File: src/sv/assert_macros.svh
// Assertion macros shared by the RTL files.
`ifndef ASSERT_MACROS_SVH
`define ASSERT_MACROS_SVH
`ifndef SYNTHESIS
`define ASSERT_IMP(label, clk, rst, ante, cons) \
  label: assert property (@(posedge clk) disable iff (rst) (ante) |-> (cons)) \
    else $error("assertion failed");
`define ASSERT_NXT(label, clk, rst, ante, cons) \
  label: assert property (@(posedge clk) disable iff (rst) (ante) |=> (cons)) \
    else $error("assertion failed");
`else
`define ASSERT_IMP(label, clk, rst, ante, cons)
`define ASSERT_NXT(label, clk, rst, ante, cons)
`endif
`endif

File: src/sv/rv64m_pkg.sv
// Shared types and constants for the RV64M multiply/divide unit.
package rv64m_pkg;
  localparam int XLEN = 64;
  localparam int REG_W = 5;
  localparam int OP_W = 4;
  localparam int QUEUE_DEPTH = 4;

  typedef enum logic [3:0] {
    OP_MUL = 4'd0, OP_MULH = 4'd1, OP_MULHSU = 4'd2, OP_MULHU = 4'd3,
    OP_MULW = 4'd4, OP_DIV = 4'd5, OP_DIVU = 4'd6, OP_DIVW = 4'd7,
    OP_DIVUW = 4'd8, OP_REM = 4'd9, OP_REMU = 4'd10, OP_REMW = 4'd11,
    OP_REMUW = 4'd12
  } op_t;

  typedef enum logic [1:0] {
    K_MUL = 2'd0, K_DIV = 2'd1, K_ZERO = 2'd2
  } kind_t;

  // Decoded command handed from front to back.
  typedef struct packed {
    kind_t            kind;
    logic             want_hi;    // upper product half
    logic             want_rem;
    logic             is_word;
    logic             sgn_a;
    logic             sgn_b;
    logic [XLEN-1:0]  a;
    logic [XLEN-1:0]  b;
    logic [REG_W-1:0] rd;
  } cmd_t;

  typedef struct packed {
    logic push;
    logic pop;
    logic full;
    logic empty;
  } qctl_t;
endpackage

File: src/sv/rv64m_front.sv
// Front end: decodes an operation and prepares operands for the back end.
module rv64m_front (
  input  logic [rv64m_pkg::OP_W-1:0]  req_type,
  input  logic [rv64m_pkg::XLEN-1:0]  operand_a,
  input  logic [rv64m_pkg::XLEN-1:0]  operand_b,
  input  logic [rv64m_pkg::REG_W-1:0] dest_reg,
  output rv64m_pkg::cmd_t             cmd
);
  import rv64m_pkg::*;
  logic [31:0] al, bl;
  assign al = operand_a[31:0];
  assign bl = operand_b[31:0];

  always_comb begin
    cmd = '0;
    cmd.kind = K_ZERO;
    cmd.a = operand_a;
    cmd.b = operand_b;
    cmd.rd = dest_reg;
    unique case (req_type)
      OP_MUL:    cmd.kind = K_MUL;
      OP_MULH:   begin cmd.kind = K_MUL; cmd.want_hi = 1'b1; cmd.sgn_a = 1'b1;
                   cmd.sgn_b = 1'b1; end
      OP_MULHSU: begin cmd.kind = K_MUL; cmd.want_hi = 1'b1; cmd.sgn_a = 1'b1; end
      OP_MULHU:  begin cmd.kind = K_MUL; cmd.want_hi = 1'b1; end
      OP_MULW:   begin cmd.kind = K_MUL; cmd.is_word = 1'b1; end
      OP_DIV, OP_REM: begin
        cmd.kind = K_DIV; cmd.sgn_a = 1'b1; cmd.sgn_b = 1'b1;
        cmd.want_rem = (req_type == OP_REM);
      end
      OP_DIVU, OP_REMU: begin
        cmd.kind = K_DIV; cmd.want_rem = (req_type == OP_REMU);
      end
      OP_DIVW, OP_REMW: begin
        cmd.kind = K_DIV; cmd.sgn_a = 1'b1; cmd.sgn_b = 1'b1; cmd.is_word = 1'b1;
        cmd.want_rem = (req_type == OP_REMW);
        cmd.a = {{32{al[31]}}, al};
        cmd.b = {{32{bl[31]}}, bl};
      end
      OP_DIVUW, OP_REMUW: begin
        cmd.kind = K_DIV; cmd.is_word = 1'b1;
        cmd.want_rem = (req_type == OP_REMUW);
        cmd.a = {32'd0, al};
        cmd.b = {32'd0, bl};
      end
      default: cmd.kind = K_ZERO;
    endcase
  end
endmodule

File: config.mk
export PLATFORM = sky130hd
export DESIGN_NAME = rv64m_front
export DESIGN_NICKNAME = d
export VERILOG_FILES = /design/src/sv/assert_macros.svh /design/src/sv/rv64m_pkg.sv /design/src/sv/rv64m_front.sv
export SDC_FILE = /design/constraint.sdc
export NUM_CORES = 1
export LEC_CHECK = 0
export BUFFER_PORTS_ARGS = -buffer_cell sky130_fd_sc_hd__buf_2
export CAP_MARGIN = 20
export CORE_AREA = 2 2 108 110
export DETAILED_ROUTE_END_ITERATION = 12
export DIE_AREA = 0 0 110 112
export PLACE_DENSITY_LB_ADDON = 0.12
export REMOVE_ABC_BUFFERS = 1
export SLEW_MARGIN = 10
export SYNTH_ARGS = -nofsm -noshare
export SYNTH_HDL_FRONTEND = slang
export SYNTH_SLANG_ARGS = --single-unit
File: constraint.sdc
create_clock -name vclk -period 0.95
set_input_delay 0.0475 -clock vclk [all_inputs]
set_output_delay 0.0475 -clock vclk [all_outputs]
set_load 0.01 [all_outputs]
==> results.py <==
metrics = {
    "outcome": {
        "status": "complete, but fails checks",
        "violations": "setup timing",
    },
    "global_routing": {
        "grt_use_total": 0.325,
        "grt_pass1_vias": 4475,
        "antenna_found_initial": 0,
        "grt-ovfl-total": 0,
        "grt_pass1_wl_mm": 30.0,
        "grt_start_max_net_pins": 39,
    },
    "detailed_routing": {
        "vias_per_cell": 6.04,
        "first_iter_violations": 322,
        "postRouteAntennaNets": 0,
        "drt_wl_total_mm": 21.5,
        "dr_wl_met3_mm": 4.06,
        "wl_per_cell_um": 26.0,
        "met2_length_mm": 8.93,
        "first_pass_iters": 7,
        "vias": 4987,
        "top_layer": "met5",
        "met1_length_mm": 7.61,
        "drc_errors": 0,
    },
    "final_layout": {
        "antenna_cells": 0,
        "nClkBuffers": 0,
        "stdcell_count": 826,
        "final_common_cell": "buf_2",
        "seq_cells": 0,
        "nets": 822,
        "syn_to_final_growth_pct": 52.3,
        "mostFrequentLayoutCells": "136 x buf_2, 76 x a21oi_1, 65 x o21a_1, 64 x nor2_1, 64 x nand2b_1",
        "drive_gt1_frac": 0.477,
        "fin_util": 0.476,
        "register_area_sq_um": 0,
    },
    "pwr": {
        "p_comb_frac": 1.000,
        "p_sw_frac": 0.501,
        "powerDensity_nw_per_um2": 548,
        "p_switching_mw": 1.46,
        "sequentialPowerShare": 0,
        "ir_drop_uv": 236,
        "clock_power_share": 0,
        "intPower_mw": 1.46,
        "p_leak_nw": 2.36,
    },
    "sta": {
        "drv_slew": 0,
        "rsz0062_at_grt": "true",
        "max_freq_mhz": 843,
        "slew-limit-headroom": 0.824,
        "fin_crit_sh": 1.25,
        "setup_viol": 66,
        "fin_crit_ns": 1.19,
        "setup_slack_ns": -0.236,
        "worst_pin_slew_ns": 0.264,
        "finalHoldViolCount": 0,
    },
    "yosys": {
        "synth_top_area_frac": 0.186,
        "synth.area.mux_share": 0,
        "yosys.area_share.adder": 0,
        "synthSimpleGateAreaFrac": 0.422,
        "synth_top_family_by_area": "simple AND/OR/NAND/NOR gates",
        "netlist_top_cells_area": "a21oi_1 19%, buf_4 15%, o21a_1 14%, nand2b_1 12%, or3_1 12%",
        "synthXorXnorAreaFrac": 0.00251,
        "ys_seq_area_frac": 0,
        "yosys.area.top_type": "a21oi_1",
        "synth-compound-area-share": 0.331,
        "synthesis.area_sq_um": 3490,
        "synth.distinct_cells": 24,
        "synthCells": 607,
        "yosysWarnings": 0,
        "syn_avg_cell_area_sq_um": 5.76,
    },
    "placed_design": {
        "port_buffers": 143,
        "place_hpwl_mm": 13.8,
        "globalplace.congestion": 0.825,
        "dp_cells": 788,
    },
    "clock_tree": {
        "cts-hold-fix-buffers": 0,
    },
    "die": {
        "die_h_um": 112,
        "ios": 277,
        "rows": 39,
        "initial_utilization": 0.313,
        "die_x_um": 110,
        "core_area_sq_um": 11200,
        "dieArea_sq_um": 12300,
    },
    "setup_path": {
        "path_max_fanout": 8,
        "crit_start": "req_type[3]",
        "cp-endpoint": "cmd[59]",
        "worst_ep_required_time_ns": 0.90,
        "cp.arrival_ns": 1.14,
        "start_kind": "input pin",
        "critPathKind": "input pin to primary output",
        "end_kind": "primary output",
    },
    "hold_path": {
        "worstHoldPathType": "input pin to primary output",
    },
    "job": {
        "maxCapViolCount": 0,
    },
}
-- worst max-delay path, cell delays in order --
cell and delay (ns):
buf_16 0.13, buf_12 0.13, nand4bb_4 0.33, buf_8 0.23
nand3_2 0.08, a21oi_2 0.05, buf_2 0.14
-- logic make-up (layout without fill, tap and decap cells) --
| logic type | Yosys count | after routing |
|---|---|---|
| xor gates and xnor gates | 1 | 1 |
| buffers and inverters | 136 | 206 |
| AOI/OAI and AO/OA | 198 | 198 |
| and+or+nand+nor | 272 | 278 |
-- layout make-up --
cell class / instances / area, sq um
timing repair buffer: 206 / 1910
fill: 1161 / 5850
multi-input combinational: 477 / 3240
tap: 143 / 179
-- power by group through the flow --
stage,sequential (mW),combinational [mW],clock [mW]
2_1_floorplan,0,1.02,0
5_1_grt,0,3.13,0
3_3_place_gp,0,2.07,0
4_1_cts,0,2.70,0
3_5_place_dp,0,2.10,0
6_report,0,2.92,0
-- how the worst min path moves through the flow --
stage / start / endpoint / slack [ns] / depth (start not counted)
2_1_floorplan: dest_reg[0] / cmd[0] / 0.1 / 0
4_1_cts: operand_a[22] / cmd[91] / 0.1 / 0
3_5_place_dp: operand_a[22] / cmd[91] / 0.1 / 0
6_report: operand_b[8] / cmd[13] / 0.1 / 0
5_1_grt: operand_b[8] / cmd[13] / 0.1 / 0
3_3_place_gp: operand_a[22] / cmd[91] / 0.1 / 0
-- synth_stat cells, types with 2 or more instances --
| master | n |
|---|---|
| or3_1 | 65 |
| nand3_1 | 64 |
| buf_2 | 18 |
| clkbuf_1 | 36 |
| nor2_1 | 68 |
| buf_4 | 69 |
| buf_6 | 6 |
| and4b_4 | 2 |
| nand4bb_1 | 2 |
| a21oi_1 | 130 |
| clkbuf_2 | 5 |
| nand2b_1 | 66 |
| o21a_1 | 65 |
-- metal layers --
layer,up-vias,GRT usage
met5,-,0.130
met4,4,0.0759
met1,2327,0.360
li1,2231,-
met2,379,0.472
met3,46,0.256
-- what timing repair did --
action,in CTS,in global routing
gates cloned,24,3
resized for setup,118,70
endpoints found under the setup margin,71,70
setup buffers,7,8
pin swaps,54,43
-- per-stage QoR --
| stage | area, sq um | power [mW] | worst slack [ns] | hold slack, ns | setup TNS, ns |
|---|---|---|---|---|---|
| floorplan | 2640 | 1.02 | -0.706 | 0.0950 | -45.17 |
| global placement | 3890 | 2.07 | -0.383 | 0.0951 | -22.17 |
| detailed placement | 3890 | 2.10 | -0.393 | 0.0951 | -22.18 |
| CTS | 4980 | 2.70 | -0.221 | 0.0951 | -11.98 |
| global route | 5320 | 3.13 | -0.279 | 0.0951 | -14.32 |
| finish | 5320 | 2.92 | -0.236 | 0.0950 | -11.89 |
Power figures use the tool's default switching activity.
