===== src/sv/assert_macros.svh =====
// Assertion macros shared by the RTL files.
`ifndef ASSERT_MACROS_SVH
`define ASSERT_MACROS_SVH
`ifndef SYNTHESIS
`define ASSERT_IMP(label, clk, rst, ante, cons) \
  label: assert property (@(posedge clk) disable iff (rst) (ante) |-> (cons)) \
    else $error("assertion failed");
`define ASSERT_NXT(label, clk, rst, ante, cons) \
  label: assert property (@(posedge clk) disable iff (rst) (ante) |=> (cons)) \
    else $error("assertion failed");
`else
`define ASSERT_IMP(label, clk, rst, ante, cons)
`define ASSERT_NXT(label, clk, rst, ante, cons)
`endif
`endif


===== src/sv/rv64m_pkg.sv =====
// Shared types and constants for the RV64M multiply/divide unit.
package rv64m_pkg;
  localparam int XLEN = 64;
  localparam int REG_W = 5;
  localparam int OP_W = 4;
  localparam int QUEUE_DEPTH = 4;

  typedef enum logic [3:0] {
    OP_MUL = 4'd0, OP_MULH = 4'd1, OP_MULHSU = 4'd2, OP_MULHU = 4'd3,
    OP_MULW = 4'd4, OP_DIV = 4'd5, OP_DIVU = 4'd6, OP_DIVW = 4'd7,
    OP_DIVUW = 4'd8, OP_REM = 4'd9, OP_REMU = 4'd10, OP_REMW = 4'd11,
    OP_REMUW = 4'd12
  } op_t;

  typedef enum logic [1:0] {
    K_MUL = 2'd0, K_DIV = 2'd1, K_ZERO = 2'd2
  } kind_t;

  // Decoded command handed from front to back.
  typedef struct packed {
    kind_t            kind;
    logic             want_hi;    // upper product half
    logic             want_rem;
    logic             is_word;
    logic             sgn_a;
    logic             sgn_b;
    logic [XLEN-1:0]  a;
    logic [XLEN-1:0]  b;
    logic [REG_W-1:0] rd;
  } cmd_t;

  typedef struct packed {
    logic push;
    logic pop;
    logic full;
    logic empty;
  } qctl_t;
endpackage


===== src/sv/rv64m_back.sv =====
// Back end: shared multiplier and radix-2 divider, one command at a time.
`include "assert_macros.svh"
module rv64m_back (
  input  logic                        clk,
  input  logic                        rst,
  input  rv64m_pkg::cmd_t             cmd,
  input  logic                        cmd_valid,
  output logic                        cmd_take,
  output logic                        done,
  output logic [rv64m_pkg::XLEN-1:0]  result_value,
  output logic [rv64m_pkg::REG_W-1:0] result_reg
);
  import rv64m_pkg::*;
  typedef enum logic [2:0] {S_IDLE, S_MUL, S_MSUM, S_DIV, S_FIN} st_t;
  st_t state, state_next;

  cmd_t c;
  logic [1:0]  mstep;     // which 32x32 partial product
  logic [63:0] pp;
  logic [127:0] acc;
  logic [63:0] mb;        // magnitudes / raw operands
  logic [6:0]  dcnt;
  logic [63:0] quo, rem;
  logic        neg_q, neg_r, dz, ovf;

  // Partial product select.
  logic [31:0] px, py;
  always_comb begin
    px = mstep[0] ? c.a[63:32] : c.a[31:0];
    py = mstep[1] ? c.b[63:32] : c.b[31:0];
  end

  // Shifted partial remainder keeps the bit that falls out of rem.
  logic [65:0] trial;
  logic [64:0] rsh;
  assign rsh = {rem, quo[63]};
  assign trial = {1'b0, rsh} - {2'b00, mb};

  always_comb begin
    state_next = state;
    unique case (state)
      S_IDLE: if (cmd_valid) begin
        unique case (cmd.kind)
          K_MUL:  state_next = S_MUL;
          K_DIV:  state_next = S_DIV;
          default: state_next = S_FIN;
        endcase
      end
      S_MUL:  if (mstep == 2'd3) state_next = S_MSUM;
      S_MSUM: state_next = S_FIN;
      S_DIV:  if (dcnt == 7'd63 || dz || ovf) state_next = S_FIN;
      S_FIN:  state_next = S_IDLE;
      default: state_next = S_IDLE;
    endcase
  end

  always_comb begin
    cmd_take = (state == S_IDLE) && cmd_valid;
    done = (state == S_FIN);
  end

  always_ff @(posedge clk) begin
    if (rst) state <= S_IDLE;
    else state <= state_next;
  end

  logic [63:0] hi_s;
  always_ff @(posedge clk) begin
    unique case (state)
      S_IDLE: begin
        c <= cmd; mstep <= '0; acc <= '0; dcnt <= '0;
        mb <= (cmd.sgn_b && cmd.b[63]) ? -cmd.b : cmd.b;
        quo <= (cmd.sgn_a && cmd.a[63]) ? -cmd.a : cmd.a;
        rem <= '0;
        neg_q <= cmd.sgn_a && (cmd.a[63] ^ cmd.b[63]);
        neg_r <= cmd.sgn_a && cmd.a[63];
        dz <= (cmd.b == '0);
        ovf <= cmd.sgn_a && (cmd.a == 64'h8000000000000000) && (cmd.b == '1);
      end
      S_MUL: begin
        pp <= px * py;
        mstep <= mstep + 1'b1;
        if (mstep != 2'd0)
          acc <= acc + ({64'd0, pp} << (32 * ((mstep == 2'd1) ? 0 :
                 (mstep == 2'd2) ? 1 : 1)));
      end
      S_MSUM: acc <= acc + ({64'd0, pp} << 64);
      S_DIV: begin
        dcnt <= dcnt + 1'b1;
        if (!trial[65]) begin
          rem <= trial[63:0]; quo <= {quo[62:0], 1'b1};
        end else begin
          rem <= rsh[63:0]; quo <= {quo[62:0], 1'b0};
        end
      end
      S_FIN: ;
      default: ;
    endcase
  end

  // Final result.
  logic [63:0] r, q_f, r_f;
  always_comb begin
    hi_s = acc[127:64] - ((c.sgn_a && c.a[63]) ? c.b : 64'd0)
                       - ((c.sgn_b && c.b[63]) ? c.a : 64'd0);
    q_f = neg_q ? -quo : quo;
    r_f = neg_r ? -rem : rem;
    if (dz) begin q_f = '1; r_f = c.a; end
    if (ovf) begin q_f = c.a; r_f = '0; end
    unique case (c.kind)
      K_MUL:  r = c.want_hi ? hi_s : acc[63:0];
      K_DIV:  r = c.want_rem ? r_f : q_f;
      default: r = '0;
    endcase
    if (c.is_word && c.kind != K_ZERO) r = {{32{r[31]}}, r[31:0]};
  end
  assign result_value = r;
  assign result_reg = c.rd;

  `ASSERT_IMP(a_take_idle, clk, rst, cmd_take, state == S_IDLE)
  `ASSERT_NXT(a_done_once, clk, rst, done, !done)
  `ASSERT_NXT(a_take_busy, clk, rst, cmd_take, !cmd_take)
endmodule


===== config.mk =====
export PLATFORM = sky130hd
export DESIGN_NAME = rv64m_back
export DESIGN_NICKNAME = d
export VERILOG_FILES = /design/src/sv/rv64m_pkg.sv /design/src/sv/rv64m_back.sv
export VERILOG_INCLUDE_DIRS = /design/src /design/src/sv
export SDC_FILE = /design/constraint.sdc
export NUM_CORES = 2
export LEC_CHECK = 0
export ABC_AREA = 0
export ABC_CLOCK_PERIOD_IN_PS = 21400
export BUFFER_PORTS_ARGS = -buffer_cell sky130_fd_sc_hd__buf_2
export CAP_MARGIN = 20
export CORE_MARGIN = 5
export CORE_UTILIZATION = 50
export CTS_CLUSTER_DIAMETER = 30
export DETAILED_ROUTE_END_ITERATION = 16
export GPL_ROUTABILITY_DRIVEN = 0
export PLACE_DENSITY = 0.63
export SLEW_MARGIN = 40
export SYNTH_ARGS = -nofsm -noshare
export SYNTH_HDL_FRONTEND = slang
export SYNTH_SLANG_ARGS = --single-unit

===== constraint.sdc =====
create_clock -name clk -period 21.4 [get_ports clk]
set_clock_uncertainty 0.05 [all_clocks]
set_input_delay 4.28 -clock clk [delete_from_list [all_inputs] [get_ports clk]]
set_output_delay 4.28 -clock clk [all_outputs]
set_load 0.005 [all_outputs]

==> run_results.csv <==
group,metric,value,unit
die,io_pins,214,
clock_tree,clk_pin_slew,0.05,ns
layout,post-route-util,0.552,
grt,grt_pass1_wl,472000,um
drt,via_per_inst,6.42,
layout,area_delta_synth_final,10.1,%
clock_tree,cts_root_buf,"clkbuf_16",
clock_tree,htreeDepth,4,
layout,reg_top3,"c x135, acc x128",
drt,vias,73300,
drt,postRouteAntennaNets,0,
logic_synthesis,synth_cell_type_count,93,
sta,finalMaxSlewViolations,0,
sta,fin_tns_setup,0,ns
die,fp.coreArea,160000,um^2
clock_tree,clock_path_buffers,3,
drt,first_pass_iters,11,
logic_synthesis,synth_warnings,0,
layout,instances_no_fill,11400,
worst_setup_path,cp.required,17.07,ns
logic_synthesis,yosysMostFrequentCell,"nand2_1",
sta,fmax,88.0,MHz
clock_tree,cts_num_sinks,539,
sta,setup_viol,0,
drt,drc,0,
grt,grt_max_degree,81,
clock_tree,cts_resized,0,
logic_synthesis,syn_nets,10800,
logic_synthesis,syn_inst,9170,
worst_setup_path,cp.arrival,7.03,ns
run,maxCapViolations,0,
status,status,"finished clean",
logic_synthesis,synth.cell_area,80200,um^2
logic_synthesis,synth_top_area_share,0.240,
worst_setup_path,cp_max_fo,62,
worst_setup_path,cp-end-kind,"primary output",
clock_tree,cts_hold_buf,0,
logic_synthesis,synthFlopType,"edfxtp_1",
grt,overflow,0,
logic_synthesis,ys_seq_elements,539,
sta,relSlewSlack,0.267,
sta,period_minus_slack,11.36,ns
clock_tree,clk_latency,0.77,ns
layout,drive_above_1_share,0.0863,
die,fp.dieH,411,um
layout,final_nets,10900,
clock_tree,cts_tree,"built",
clock_tree,cts_buffers,137,
logic_synthesis,seq_area_frac_synth,0.201,
logic_synthesis,synth_common_cells,"1,144 x nand2_1, 1,043 x inv_1, 992 x nor2_1",
logic_synthesis,avgSynthCellArea,8.75,um^2
logic_synthesis,synth-async-reset-ratio,0,
grt,grt_pass1_vias,70400,
layout,largest_reg_flops,135,
logic_synthesis,synth_edf_count,536,
sta,hold_violations,0,
logic_synthesis,synth_top_cell_by_area,"fa_1",
layout,regMostFlops,"c",
sta,rsz0062_at_grt,"false",
logic_synthesis,yosys-top-cells-area,"fa_1 24%, edfxtp_1 20%, ha_1 8.7%, nand2_1 5.4%, inv_1 4.9%",
worst_setup_path,crit_type,"register to primary output",
placement,hpwl,258000,um
drt,drtIter0Drc,10200,
drt,drt-total-wl,328000,um
hold_path,hp-class,"register to register",
clock_tree,post_cts_buffers,0,
placement,dp.cells,11100,
die,start_util,0.501,
die,rows,147,
die,dieArea,169000,um^2
grt,grt_usage,0.381,
worst_setup_path,cp-start-kind,"register",
die,die_w,411,um
drt,wl_per_cell,28.7,um
grt,antenna_found_initial,39,
sta,worst_pin_slew,1.09,ns
sta,fin_crit_sh,0.531,
placement,io_buffers,213,
path summary, 6_finish.rpt:
kind              startpoint               end  slack [ns]  depth (start not counted)
setup / recovery      c[132]  result_value[52]       10.04                         17
hold / removal       quo[15]           quo[16]        0.55                          2
setup reg to reg    mstep[0]            pp[63]       11.15                         28
hold reg to reg      quo[15]           quo[16]        0.55                          2
cells by family after synthesis:
| logic type | synth area share |
|---|---|
| multiplexers | 0.0229 |
| AND/OR/NAND/NOR | 0.161 |
| flip-flops | 0.201 |
| buffers and inverters | 0.0702 |
| XOR/XNOR | 0.0659 |
| adder cells (fa/ha/maj) | 0.327 |
| AO/OA/AOI/OAI | 0.151 |
metal layers:
metal | global-route usage | routed length (um) | vias to the layer above
li1 | - | - | 31200
met1 | 0.491 | 120000 | 35700
met2 | 0.525 | 130000 | 5246
met3 | 0.152 | 49800 | 1136
met4 | 0.257 | 27100 | 18
met5 | 0.000575 | 171 | -
cell usage in the layout, fill, tap and decap left out, types with 67 or more instances in the layout:
cell type / instances
nand2_1: 1142
inv_1: 1040
nor2_1: 988
fa_1: 962
a21oi_1: 586
ha_1: 559
edfxtp_1: 536
o21ai_0: 394
xnor2_1: 323
xor2_1: 281
a21o_1: 220
buf_2: 213
clkbuf_16: 140
nor3_1: 115
buf_4: 115
nand4_1: 112
nand3_1: 108
mux2_2: 95
nor2b_1: 90
o21bai_1: 82
and2_1: 76
o22ai_1: 67
through the flow:
| step | area, um^2 | worst slack, ns | hold WS [ns] |
|---|---|---|---|
| 3_5_place_dp | 83500 | 11.10 | 0.532 |
| 2_1_floorplan | 80200 | 11.69 | 0.507 |
| 6_report | 88300 | 10.04 | 0.549 |
| 4_1_cts | 88200 | 10.29 | 0.545 |
| 5_1_grt | 88300 | 9.75 | 0.578 |
| 3_3_place_gp | 83400 | 11.09 | 0.533 |
worst max-delay path, cell delays in order (launching register included):
cell	delay (ns)
edfxtp_1	0.43
and2_2	0.17
buf_4	0.52
nand2_1	0.17
fa_1	0.50
ha_1	0.35
a21oi_1	0.21
a21oi_1	0.15
o41a_1	0.45
a22oi_1	0.33
o21ai_0	0.30
a21oi_1	0.47
o21ai_0	0.25
xnor2_1	0.45
nor2_1	0.10
nor2_2	0.62
a21oi_1	0.43
buf_2	0.27
final cells by class:
type                            instances  area (um^2)
Tap cell                             2086         2610
Sequential cell                       539        16200
Multi-Input combinational cell       7139        58900
Antenna cell                           30         75.1
Timing Repair Buffer                  339         2060
Clock buffer                          150         3540
Fill cell                           14500        71700
Clock inverter                         98         1110
Inverter                             1045         3930
Power is not shown: default switching activity piles up to over one toggle a cycle in this logic, so the estimate is an artifact.
